===== src/rtl/core/sqa_pkg.sv =====
// ----------------------------------------------------------------------------
// sqa_pkg
// Shared types and constants of the sprite quadrant allocator.
// ----------------------------------------------------------------------------
package sqa_pkg;

  localparam int unsigned BANK_MAX = 8;
  localparam int unsigned BANK_W   = 3;
  localparam int unsigned SHAPE_W  = 4;
  localparam int unsigned SLOT_W   = 5;
  localparam int unsigned WORD_W   = 8;

  localparam logic [SHAPE_W-1:0] SHAPE_FULL = 4'd15;
  localparam logic [SHAPE_W-1:0] SHAPE_WIDE = 4'd3;
  localparam logic [SHAPE_W-1:0] SHAPE_TALL = 4'd5;
  localparam logic [SHAPE_W-1:0] SHAPE_ONE  = 4'd1;

  localparam logic [WORD_W-1:0] MASK_EAST  = 8'b0000_1010;
  localparam logic [WORD_W-1:0] MASK_SOUTH = 8'b0000_1100;
  localparam logic [WORD_W-1:0] HEAD_NW    = 8'h10;
  localparam logic [WORD_W-1:0] HEAD_NE    = 8'h20;
  localparam logic [WORD_W-1:0] HEAD_SW    = 8'h40;
  localparam logic [WORD_W-1:0] HEAD_SE    = 8'h80;
  localparam logic [WORD_W-1:0] QUAD_SE    = 8'h08;

  // Anchor offset, bit 0 is x and bit 1 is y.
  localparam logic [1:0] OFF_NONE = 2'b00;
  localparam logic [1:0] OFF_X    = 2'b01;
  localparam logic [1:0] OFF_Y    = 2'b10;
  localparam logic [1:0] OFF_XY   = 2'b11;

  localparam logic MODE_ALLOC = 1'b0;
  localparam logic MODE_FREE  = 1'b1;

  typedef struct packed {
    logic              fit;
    logic [1:0]        off;
    logic [WORD_W-1:0] word;
  } sqa_upd_t;

endpackage


===== src/rtl/core/sqa_if.sv =====
// ----------------------------------------------------------------------------
// sqa_req_if / sqa_rsp_if
// Valid/ready channels carrying allocator requests and responses.
// ----------------------------------------------------------------------------
interface sqa_req_if;
  logic                         valid;
  logic                         ready;
  logic                         mode;
  logic [sqa_pkg::SHAPE_W-1:0]  shape_mask;
  logic [sqa_pkg::SLOT_W-1:0]   slot;

  modport source (output valid, mode, shape_mask, slot, input ready);
  modport sink   (input valid, mode, shape_mask, slot, output ready);
endinterface

interface sqa_rsp_if;
  logic                        valid;
  logic                        ready;
  logic [sqa_pkg::SLOT_W-1:0]  result_slot;
  logic                        failed;

  modport source (output valid, result_slot, failed, input ready);
  modport sink   (input valid, result_slot, failed, output ready);
endinterface


===== src/rtl/core/sqa_update.sv =====
// ----------------------------------------------------------------------------
// sqa_update
// Placement test and free rule applied to one bank occupancy word.
// ----------------------------------------------------------------------------
module sqa_update (
  input  logic                        mode_i,
  input  logic [sqa_pkg::SHAPE_W-1:0] shape_i,
  input  logic [1:0]                  off_i,
  input  logic [sqa_pkg::WORD_W-1:0]  word_i,
  output sqa_pkg::sqa_upd_t           upd_o
);
  import sqa_pkg::*;

  logic [WORD_W-1:0] m0, m1, m2;
  logic [3:0]        clr;
  logic [3:0]        inv;

  // The shifted shapes are tested unmasked, so they may hit head bits.
  assign m0 = {4'b0, shape_i};
  assign m1 = m0 << 1;
  assign m2 = m0 << 2;
  assign inv = ~word_i[7:4];

  always_comb begin
    clr = 4'b0;
    case (off_i)
      OFF_NONE: begin
        clr = inv | 4'b0001;
        if ((clr & 4'b0110) != 4'b0110) begin
          clr = clr & 4'b0111;
        end
      end
      OFF_X:   clr = (inv & 4'b1010) | 4'b0010;
      OFF_Y:   clr = (inv & 4'b1100) | 4'b0100;
      default: clr = 4'b1000;
    endcase
  end

  always_comb begin
    upd_o = '0;
    if (mode_i == MODE_FREE) begin
      upd_o.fit  = 1'b1;
      upd_o.off  = off_i;
      upd_o.word = word_i & ~{clr, clr};
    end else if ((word_i & m0) == '0) begin
      upd_o.fit  = 1'b1;
      upd_o.off  = OFF_NONE;
      upd_o.word = word_i | m0 | HEAD_NW;
    end else if (shape_i != SHAPE_FULL) begin
      if (shape_i != SHAPE_WIDE && (word_i & m1) == '0) begin
        upd_o.fit  = 1'b1;
        upd_o.off  = OFF_X;
        upd_o.word = word_i | (m1 & MASK_EAST) | HEAD_NE;
      end else if (shape_i != SHAPE_TALL && (word_i & m2) == '0) begin
        upd_o.fit  = 1'b1;
        upd_o.off  = OFF_Y;
        upd_o.word = word_i | (m2 & MASK_SOUTH) | HEAD_SW;
      end else if (shape_i == SHAPE_ONE && !word_i[3]) begin
        upd_o.fit  = 1'b1;
        upd_o.off  = OFF_XY;
        upd_o.word = word_i | QUAD_SE | HEAD_SE;
      end
    end
  end

endmodule


===== src/rtl/core/sprite_quadrant_allocator.sv =====
// ----------------------------------------------------------------------------
// sprite_quadrant_allocator
// Allocates and frees sprite quadrants in a small bank occupancy memory.
// ----------------------------------------------------------------------------
// Operation: a free reads only the addressed bank; an allocation scans from bank 0
// upward and answers at the first bank that fits, or fails after the last bank.
// One request at a time: the next is taken only once the response is registered;
// the scan reads one bank word per cycle through the single memory read port.
// Reset: all occupancy words read as zero at once (per-entry valid bits).
module sprite_quadrant_allocator #(
  parameter int unsigned BANK_COUNT = 8
) (
  input  logic       clk_i,
  input  logic       rst_ni,
  sqa_req_if.sink    req_i,
  sqa_rsp_if.source  rsp_o
);
  import sqa_pkg::*;

  localparam logic [BANK_W-1:0] LastBank = BANK_W'(BANK_COUNT - 1);

  localparam logic ST_IDLE = 1'b0;
  localparam logic ST_EVAL = 1'b1;

  logic                state_q, state_d;
  logic [BANK_W-1:0]   bank_q, bank_d;
  logic                mode_q;
  logic [SHAPE_W-1:0]  shape_q;
  logic [1:0]          off_q;

  logic [WORD_W-1:0]   mem [BANK_MAX];
  logic [BANK_MAX-1:0] valid_q;
  logic [WORD_W-1:0]   rd_q;
  logic                rd_valid_q;
  logic [BANK_W-1:0]   rd_addr;
  logic                rd_en;

  logic [WORD_W-1:0]   word;
  sqa_upd_t            upd;
  logic                out_free, finish, done, req_hs;

  logic                out_valid_q;
  logic [SLOT_W-1:0]   out_slot_q;
  logic                out_failed_q;

  assign req_hs   = req_i.valid && req_i.ready;
  assign req_i.ready = (state_q == ST_IDLE);
  assign out_free = !out_valid_q || rsp_o.ready;
  assign word     = rd_valid_q ? rd_q : '0;

  sqa_update u_update (
    .mode_i  (mode_q),
    .shape_i (shape_q),
    .off_i   (off_q),
    .word_i  (word),
    .upd_o   (upd)
  );

  assign finish = (mode_q == MODE_FREE) || upd.fit || (bank_q == LastBank);
  assign done   = (state_q == ST_EVAL) && finish && out_free;

  always_comb begin
    state_d = state_q;
    bank_d  = bank_q;
    rd_en   = 1'b0;
    rd_addr = bank_q + BANK_W'(1);
    if (state_q == ST_IDLE) begin
      rd_addr = (req_i.mode == MODE_FREE) ? req_i.slot[BANK_W-1:0] : '0;
      if (req_hs) begin
        rd_en   = 1'b1;
        state_d = ST_EVAL;
        bank_d  = rd_addr;
      end
    end else if (!finish) begin
      // No fit in this bank: fetch the next one.
      rd_en  = 1'b1;
      bank_d = bank_q + BANK_W'(1);
    end else if (done) begin
      state_d = ST_IDLE;
    end
  end

  always_ff @(posedge clk_i) begin
    if (rd_en) begin
      rd_q <= mem[rd_addr];
    end
    if (done && upd.fit) begin
      mem[bank_q] <= upd.word;
    end
  end

  always_ff @(posedge clk_i or negedge rst_ni) begin
    if (!rst_ni) begin
      valid_q    <= '0;
      rd_valid_q <= 1'b0;
    end else begin
      if (rd_en) begin
        rd_valid_q <= valid_q[rd_addr];
      end
      if (done && upd.fit) begin
        valid_q[bank_q] <= 1'b1;
      end
    end
  end

  always_ff @(posedge clk_i or negedge rst_ni) begin
    if (!rst_ni) begin
      state_q     <= ST_IDLE;
      bank_q      <= '0;
      out_valid_q <= 1'b0;
    end else begin
      state_q <= state_d;
      bank_q  <= bank_d;
      if (done) begin
        out_valid_q <= 1'b1;
      end else if (rsp_o.ready) begin
        out_valid_q <= 1'b0;
      end
    end
  end

  always_ff @(posedge clk_i) begin
    if (req_hs) begin
      mode_q  <= req_i.mode;
      shape_q <= req_i.shape_mask;
      off_q   <= {req_i.slot[4], req_i.slot[3]};
    end
    if (done) begin
      out_slot_q   <= upd.fit ? {upd.off, bank_q} : '0;
      out_failed_q <= !upd.fit;
    end
  end

  assign rsp_o.valid       = out_valid_q;
  assign rsp_o.result_slot = out_slot_q;
  assign rsp_o.failed      = out_failed_q;

  // A response only appears as the result of an evaluation step.
  assert property (@(posedge clk_i) disable iff (!rst_ni)
    $rose(out_valid_q) |-> $past(state_q == ST_EVAL))
    else $error("response raised without an evaluation");

  // A failed allocation always reports slot zero.
  assert property (@(posedge clk_i) disable iff (!rst_ni)
    (rsp_o.valid && rsp_o.failed) |-> (rsp_o.result_slot == '0))
    else $error("failed response carries a slot");

  // While the finished result waits on a full output, the scan holds its bank.
  assert property (@(posedge clk_i) disable iff (!rst_ni)
    (state_q == ST_EVAL && finish && !out_free) |=>
      ($stable(bank_q) && state_q == ST_EVAL))
    else $error("evaluation advanced under output backpressure");

endmodule

===== src/flat_wrapper.sv =====
// flat-port wrapper written by rule: the top's interface ports become plain ports
module sprite_quadrant_allocator_flat import sqa_pkg::*;
#(
  parameter int unsigned BANK_COUNT = 8
)
  (clk_i, rst_ni, req_i_valid, req_i_mode, req_i_shape_mask, req_i_slot, req_i_ready, rsp_o_valid, rsp_o_result_slot, rsp_o_failed, rsp_o_ready);
  sqa_req_if req_i_i ();
  sqa_rsp_if rsp_o_i ();
  input  logic clk_i;
  input  logic rst_ni;
  input wire logic [$bits(req_i_i.valid)-1:0] req_i_valid;
  input wire logic [$bits(req_i_i.mode)-1:0] req_i_mode;
  input wire logic [$bits(req_i_i.shape_mask)-1:0] req_i_shape_mask;
  input wire logic [$bits(req_i_i.slot)-1:0] req_i_slot;
  output wire logic [$bits(req_i_i.ready)-1:0] req_i_ready;
  output wire logic [$bits(rsp_o_i.valid)-1:0] rsp_o_valid;
  output wire logic [$bits(rsp_o_i.result_slot)-1:0] rsp_o_result_slot;
  output wire logic [$bits(rsp_o_i.failed)-1:0] rsp_o_failed;
  input wire logic [$bits(rsp_o_i.ready)-1:0] rsp_o_ready;
  assign req_i_i.valid = req_i_valid;
  assign req_i_i.mode = req_i_mode;
  assign req_i_i.shape_mask = req_i_shape_mask;
  assign req_i_i.slot = req_i_slot;
  assign req_i_ready = req_i_i.ready;
  assign rsp_o_valid = rsp_o_i.valid;
  assign rsp_o_result_slot = rsp_o_i.result_slot;
  assign rsp_o_failed = rsp_o_i.failed;
  assign rsp_o_i.ready = rsp_o_ready;
  sprite_quadrant_allocator #(.BANK_COUNT(BANK_COUNT)) u_core (.clk_i(clk_i), .rst_ni(rst_ni), .req_i(req_i_i), .rsp_o(rsp_o_i));
endmodule

===== config.mk =====
export PLATFORM = sky130hd
export DESIGN_NAME = sprite_quadrant_allocator_flat
export DESIGN_NICKNAME = d
export VERILOG_FILES = /design/src/rtl/core/sqa_pkg.sv /design/src/rtl/core/sqa_if.sv /design/src/rtl/core/sqa_update.sv /design/src/rtl/core/sprite_quadrant_allocator.sv /design/src/flat_wrapper.sv
export SDC_FILE = /design/constraint.sdc
export NUM_CORES = 1
export LEC_CHECK = 0
export ABC_AREA = 1
export BUFFER_PORTS_ARGS = -buffer_cell sky130_fd_sc_hd__buf_2
export CAP_MARGIN = 0
export CORE_UTILIZATION = 38
export CTS_BUF_LIST = sky130_fd_sc_hd__clkbuf_4 sky130_fd_sc_hd__clkbuf_8 sky130_fd_sc_hd__clkbuf_16
export DETAILED_ROUTE_END_ITERATION = 7
export HOLD_SLACK_MARGIN = 0.15
export PLACE_DENSITY_LB_ADDON = 0.12
export SYNTH_ARGS = -nofsm -noshare
export SYNTH_HDL_FRONTEND = slang
export SYNTH_SLANG_ARGS = --single-unit

===== constraint.sdc =====
create_clock -name clk_i -period 2.9 [get_ports clk_i]
set_clock_uncertainty 0.05 [all_clocks]
set_input_delay 0.145 -clock clk_i [delete_from_list [all_inputs] [get_ports clk_i]]
set_output_delay 0.145 -clock clk_i [all_outputs]
set_load 0.05 [all_outputs]

# == After elaboration in Yosys (flattened, before gate mapping) ==
# Memory sizes are Yosys's and may differ from the RTL's. A register that Yosys moved wholly into a read port is not among the register bits.
# Index checks and enable logic that the tools add are counted.
# word_totals
reg_bits,27
mem_count,1
elab_cells,84
out_inout_bits,8
input_bits,14
mem_bits_rw,64
# mem_list
name,depth,word_bits,read_ports,rd_ports_with_merged_regs,write_ports,line,rtl
u_core.mem,8,8,1,1,1,sprite_quadrant_allocator.sv:31,logic [WORD_W-1:0] mem [BANK_MAX];
# classes
muxes,28
bitwise,11
reduce_logical,21
n_eq_ne,9
addsub,1
magnitude_cmp,3
# ops
operator,n
two-way mux 11 bit,6
zero test 8 bit,3
bitwise OR 8 x 4 -> 8 bit,3
two-way mux 3 bit,5
two-way mux 1 bit,12
one-hot mux 4 bit (3 select lines),1
AND 8 x 4 -> 8 bit,1
AND 8 x 5 -> 8 bit,1
AND 8 x 6 -> 8 bit,1
AND 8 bit,1
logical AND 1 bit,8
"< comparator 3 x 4 -> 1 bit, second input constant",2
two-way mux 8 bit,1
inverter 8 bit,1
bitwise OR 8 bit,1
"equality test 4 x 1 -> 1 bit, second input constant",1
two-way mux 4 bit,1
"inequality test 2 bit, second input constant",2
"inequality test 4 x 2 -> 1 bit, second input constant",1
"inequality test 4 x 3 -> 1 bit, second input constant",1
"inequality test 4 bit, second input constant",1
inverter 4 bit,1
nonzero test 2 bit,2
"adder 3 x 1 -> 3 bit, second input constant",1
11 further kinds,15

# == Longest topological paths before layout ==
# logic_depth
ltp_word,16
mapped_depth,13
mapped_depth_nobuf,13

# == By module ==
# Synthesis repeated with hierarchy kept, for this count alone.
# hier_totals
hier_cells,540
area_unflattened_um2,4964.8
# modules_own_cells
mod,cells_each,instances,area_per_inst_um2,seq_area_each_um2
sprite_quadrant_allocator,427,1,4362.9,2902.8
sqa_update,113,1,601.8,0.0

# == Worst setup path before layout ==
# OpenSTA, ideal clock, no wires.
# synth_timing
kind,reg2reg
startpoint,reg u_core.rd_valid_q
endpoint,mem u_core.mem[0][0] (enable)
required_ps,2480
setup_slack_ps,693
path_buffers,2
t_arrival_ps,1787
path_stages_with_launch,12
setup_ps,370
cell_sequence,dfrtp_1 > buf_6 > nand3_2 > nand2_1 > nor2_1 > nand2_2 > nand3_2 > nand2_4 > nand2_4 > nand4_4 > buf_6 > nor2_1
# synth_via
elab_chain_cells,16
word_cells_on_any_way,24
# synth_rtl
item,line,rtl
start: declaration,sprite_quadrant_allocator.sv:34,logic rd_valid_q;
start signal: assignment,sprite_quadrant_allocator.sv:98,rd_valid_q <= valid_q[rd_addr];
two-way mux 8 bit (*),sprite_quadrant_allocator.sv:49,assign word = rd_valid_q ? rd_q : '0;
AND 8 x 6 -> 8 bit / zero test 1 bit (equally long branches),"sqa_update.sv:54, sqa_update.sv:58",
zero test 8 bit / logical AND 1 bit (equally long branches),"sqa_update.sv:54, sqa_update.sv:58",
logical AND 1 bit / two-way mux 11 bit (equally long branches),"sqa_update.sv:54, sqa_update.sv:58",
two-way mux 11 bit,sqa_update.sv:54,end else if (shape_i != SHAPE_TALL && (word_i & m2) == '0) begin
two-way mux 11 bit,sqa_update.sv:50,if (shape_i != SHAPE_WIDE && (word_i & m1) == '0) begin
two-way mux 11 bit,sqa_update.sv:49,end else if (shape_i != SHAPE_FULL) begin
two-way mux 11 bit (*),sqa_update.sv:45,end else if ((word_i & m0) == '0) begin
two-way mux 11 bit (*),sqa_update.sv:41,if (mode_i == MODE_FREE) begin
logical OR 1 bit (2 in a row),sprite_quadrant_allocator.sv:59,assign finish = (mode_q == MODE_FREE) || upd.fit || (bank_q == LastBank);
logical AND 1 bit (2 in a row),sprite_quadrant_allocator.sv:60,assign done = (state_q == ST_EVAL) && finish && out_free;
logical AND 1 bit (*),sprite_quadrant_allocator.sv:87,if (done && upd.fit) begin
two-way mux 1 bit (*),sprite_quadrant_allocator.sv:87,
two-way mux 1 bit (implied by the code) (*),sprite_quadrant_allocator.sv:88,mem[bank_q] <= upd.word;
end: declaration,sprite_quadrant_allocator.sv:31,
# Every way passes the cells marked *; elsewhere a longest branch is shown, timed or not.

# == Worst setup path in the final report ==
# layout_timing
startpoint,reg u_core.rd_valid_q
endpoint,mem u_core.mem[0][3] (enable)
# Same word-level chain as after synthesis.

==> impl_metrics.json <==
{
  "core_area_sq_um": 11500,
  "power.share.switching": 0.423,
  "relSlewSlack": 0.598,
  "root_buffer": "clkbuf_16",
  "drive_gt1_frac": 0.194,
  "leakagePower_nw": 2.02,
  "synthTopCellsByArea": "edfxtp_1 57%, dfrtp_1 7.8%, nor2_1 5.4%",
  "grt_antenna_before_repair": 0,
  "ys_ff_latch": 99,
  "dp_hpwl_mm": 7.80,
  "p_clk_frac": 0.180,
  "grt_pass1_wl_mm": 17.8,
  "synth_cell_type_count": 37,
  "power.switching_mw": 2.66,
  "syn_nets": 420,
  "syn2layout_area_growth_pct": 15.9,
  "syn_avg_cell_area_sq_um": 11.1,
  "fin_area_sq_um": 5200,
  "required_ns": 2.91,
  "worstReg2RegEnd": "u_core.mem[0][3]",
  "fin_crit_ns": 2.62,
  "grt_overflow": 0,
  "clock-sinks": 99,
  "fmax_mhz": 382,
  "p_seq_frac": 0.381,
  "rsz0062_at_grt": "no",
  "post-synth-top-count-cell": "edfxtp_1",
  "vias_per_cell": 5.29,
  "p_int_mw": 3.63,
  "io_pins": 22,
  "yosysSeqAreaShare": 0.647,
  "place.gp.congestion": 0.805,
  "r2r-start": "u_core.rd_valid_q",
  "startpoint_type": "flop",
  "synth_fa_ha_area_frac": 0.00558,
  "synth_edf_count": 85,
  "worst-setup-path-type": "flop to flop",
  "synth_xor_area_frac": 0,
  "drcViolationCount": 0,
  "clock_latency_ns": 0.35,
  "nNetsFinal": 464,
  "die_h_microns": 111,
  "fill_cells": 1066,
  "cts_setup_buffers": 0,
  "tritoncts": "yes",
  "grt_usage": 0.195,
  "netlist_area_sq_um": 4480,
  "num_rows": 39,
  "wl_mm": 11.2,
  "rr_worst_depth": 10,
  "post_drt_wl_per_cell_microns": 18.8,
  "crit_fanout": 16,
  "async_reset_ff_frac": 0.141,
  "drt_iter0_drc": 344,
  "postRouteAntennaNets": 0,
  "drt_pass1_iterations": 5,
  "synth_compound_area_frac": 0.114,
  "cts_buffer_depth": 2,
  "cts-buffers-inserted": 9,
  "htree_levels": 3,
  "max-cap-violations": 0,
  "hp-class": "input port to asynchronous set/reset pin",
  "path_clk_slew_ns": 0.07,
  "cp.arrival_ns": 2.64,
  "pwr_density_cell_nw_per_um2": 1210,
  "first_global_vias": 3046,
  "grt_max_degree": 37,
  "dieArea_sq_um": 12200,
  "slew_viol_final": 0,
  "irDropWorstVdd_uv": 710,
  "status": "finished, final reports clean",
  "syn_inst": 404,
  "finalCritPeriodShare": 0.904,
  "synth_top_family_by_area": "simple AND/OR/NAND/NOR gates",
  "report.final.hold_viol_count": 0,
  "synthMuxAreaShare": 0.0201,
  "setup-tns-final_ns": 0,
  "cp-end-kind": "flop",
  "die_width_microns": 111,
  "diodes": 0,
  "synthFlopType": "edfxtp_1",
  "p_comb_frac": 0.438,
  "dr_total_vias": 3152,
  "synth_common_cells": "85 x edfxtp_1, 64 x nor2_1, 57 x nand2_1, 43 x o21ai_0, 29 x inv_1",
  "synth_top_cell_area_share": 0.569,
  "yosys_warnings": 0,
  "synth_top_area_cell": "edfxtp_1",
  "worst_pin_slew_ns": 0.603,
  "yosys.area_share.simple": 0.164,
  "post_dp_cell_area_sq_um": 4820,
  "post_cts_resize_count": 0,
  "numPortBuffers": 21,
  "r2r_setup_slack_ns": 0.28,
  "initial_core_util": 0.391,
  "setup_viol": 0
}
## kinds of logic after synthesis
family          after synthesis
buf+inv                      49
flops                        99
compound gates               88
mux                           8
fa+ha+maj                     2
simple gates                158
## per-layer routing
| layer | GRT usage | routed length [microns] |
|---|---|---|
| met1 | 0.266 | 5070 |
| met2 | 0.307 | 5480 |
| met3 | 0.0450 | 492 |
| met4 | 0.0631 | 151 |
| met5 | 0 | 0 |
## metrics by stage
| stage | power, mW | hold WS (ns) | instances | setup WS, ns | util |
|---|---|---|---|---|---|
| 2_1_floorplan | 4.28 | -0.201 | 404 | 0.693 | - |
| 3_3_place_gp | 5.18 | 0.0210 | 570 | 0.255 | 0.420 |
| 3_5_place_dp | 5.16 | 0.0239 | 570 | 0.276 | 0.420 |
| 4_1_cts | 6.32 | 0.182 | 596 | 0.244 | 0.453 |
| 5_1_grt | 6.67 | 0.233 | 596 | 0.0342 | 0.453 |
| 6_report | 6.29 | 0.180 | 596 | 0.279 | 0.453 |
## sequential cells by signal (all words and copies together) (netlist names)
name                      count
u_core.shape_q                4
u_core.off_q                  2
u_core.rsp_o.failed           1
u_core.bank_q                 3
u_core.rsp_o.result_slot      5
u_core.rsp_o.valid            1
u_core.rd_valid_q             1
u_core.mode_q                 1
u_core.valid_q                8
u_core.mem                   64
u_core.rd_q                   8
u_core.state_q                1
## cell type report
class	instances	area [sq um]	area share
Clock buffer	10	233	0.0448
Multi-Input combinational cell	256	1370	0.264
Inverter	34	130	0.0250
Tap cell	143	179	0.0344
Sequential cell	99	2900	0.558
Timing Repair Buffer	48	333	0.0640
Clock inverter	6	48.8	0.00939
## worst max-delay path, cell delays in order (launching register included)
cell and delay [ns]:
dfrtp_1 0.58, nand2_2 0.23, inv_2 0.06, nor2_1 0.11
nand4_1 0.17, nand3_2 0.16, nand2_4 0.09, nand2_4 0.11
nand4_4 0.24, nor2_1 0.30, buf_4 0.23
## power by group through the flow
stage	Clock, mW	Combinational (mW)	Sequential [mW]
4_1_cts	1.16	2.76	2.40
3_3_place_gp	0	2.75	2.43
6_report	1.13	2.76	2.40
5_1_grt	1.22	3.02	2.43
2_1_floorplan	0	1.81	2.48
3_5_place_dp	0	2.74	2.42
## cell usage in the layout (no fill, tap or decap), types with 2 or more instances in the layout
cell type / Yosys / final
inv_6: 0 / 2
o21ai_0: 43 / 43
nand4_1: 2 / 2
edfxtp_1: 85 / 85
nand3_2: 4 / 4
clkbuf_16: 0 / 9
inv_1: 29 / 29
nor2_1: 64 / 64
mux2_2: 8 / 8
o21bai_1: 7 / 7
nor3_1: 3 / 3
o22ai_1: 19 / 19
dfrtp_1: 14 / 14
dlygate4sd3_1: 0 / 10
a21oi_1: 5 / 5
ha_1: 2 / 2
nand2_2: 7 / 7
inv_2: 3 / 3
nand2_1: 57 / 57
buf_4: 2 / 17
nand2_4: 2 / 2
clkinvlp_4: 0 / 2
buf_2: 6 / 21
nand3_1: 13 / 13
o21bai_2: 2 / 2
o21ai_1: 7 / 7
## worst max path at each step
stage	start	slack [ns]	cells after the start	end
after global routing	u_core.rd_valid_q	0.03	10	u_core.mem[0][6]
after CTS	u_core.rd_valid_q	0.24	10	u_core.mem[6][4]
final	u_core.rd_valid_q	0.28	10	u_core.mem[0][3]
after global placement	u_core.rd_valid_q	0.25	10	u_core.mem[2][3]
after floorplan	u_core.rd_valid_q	0.69	11	u_core.mem[0][0]
after detailed placement	u_core.rd_valid_q	0.28	10	u_core.mem[2][4]
## repair_timing
action | CTS | global route
endpoints found under the hold margin | 24 | 0
setup endpoints to repair | 0 | 0
hold buffers | 10 | 0
No activity file was read; power rests on OpenSTA's default activity.
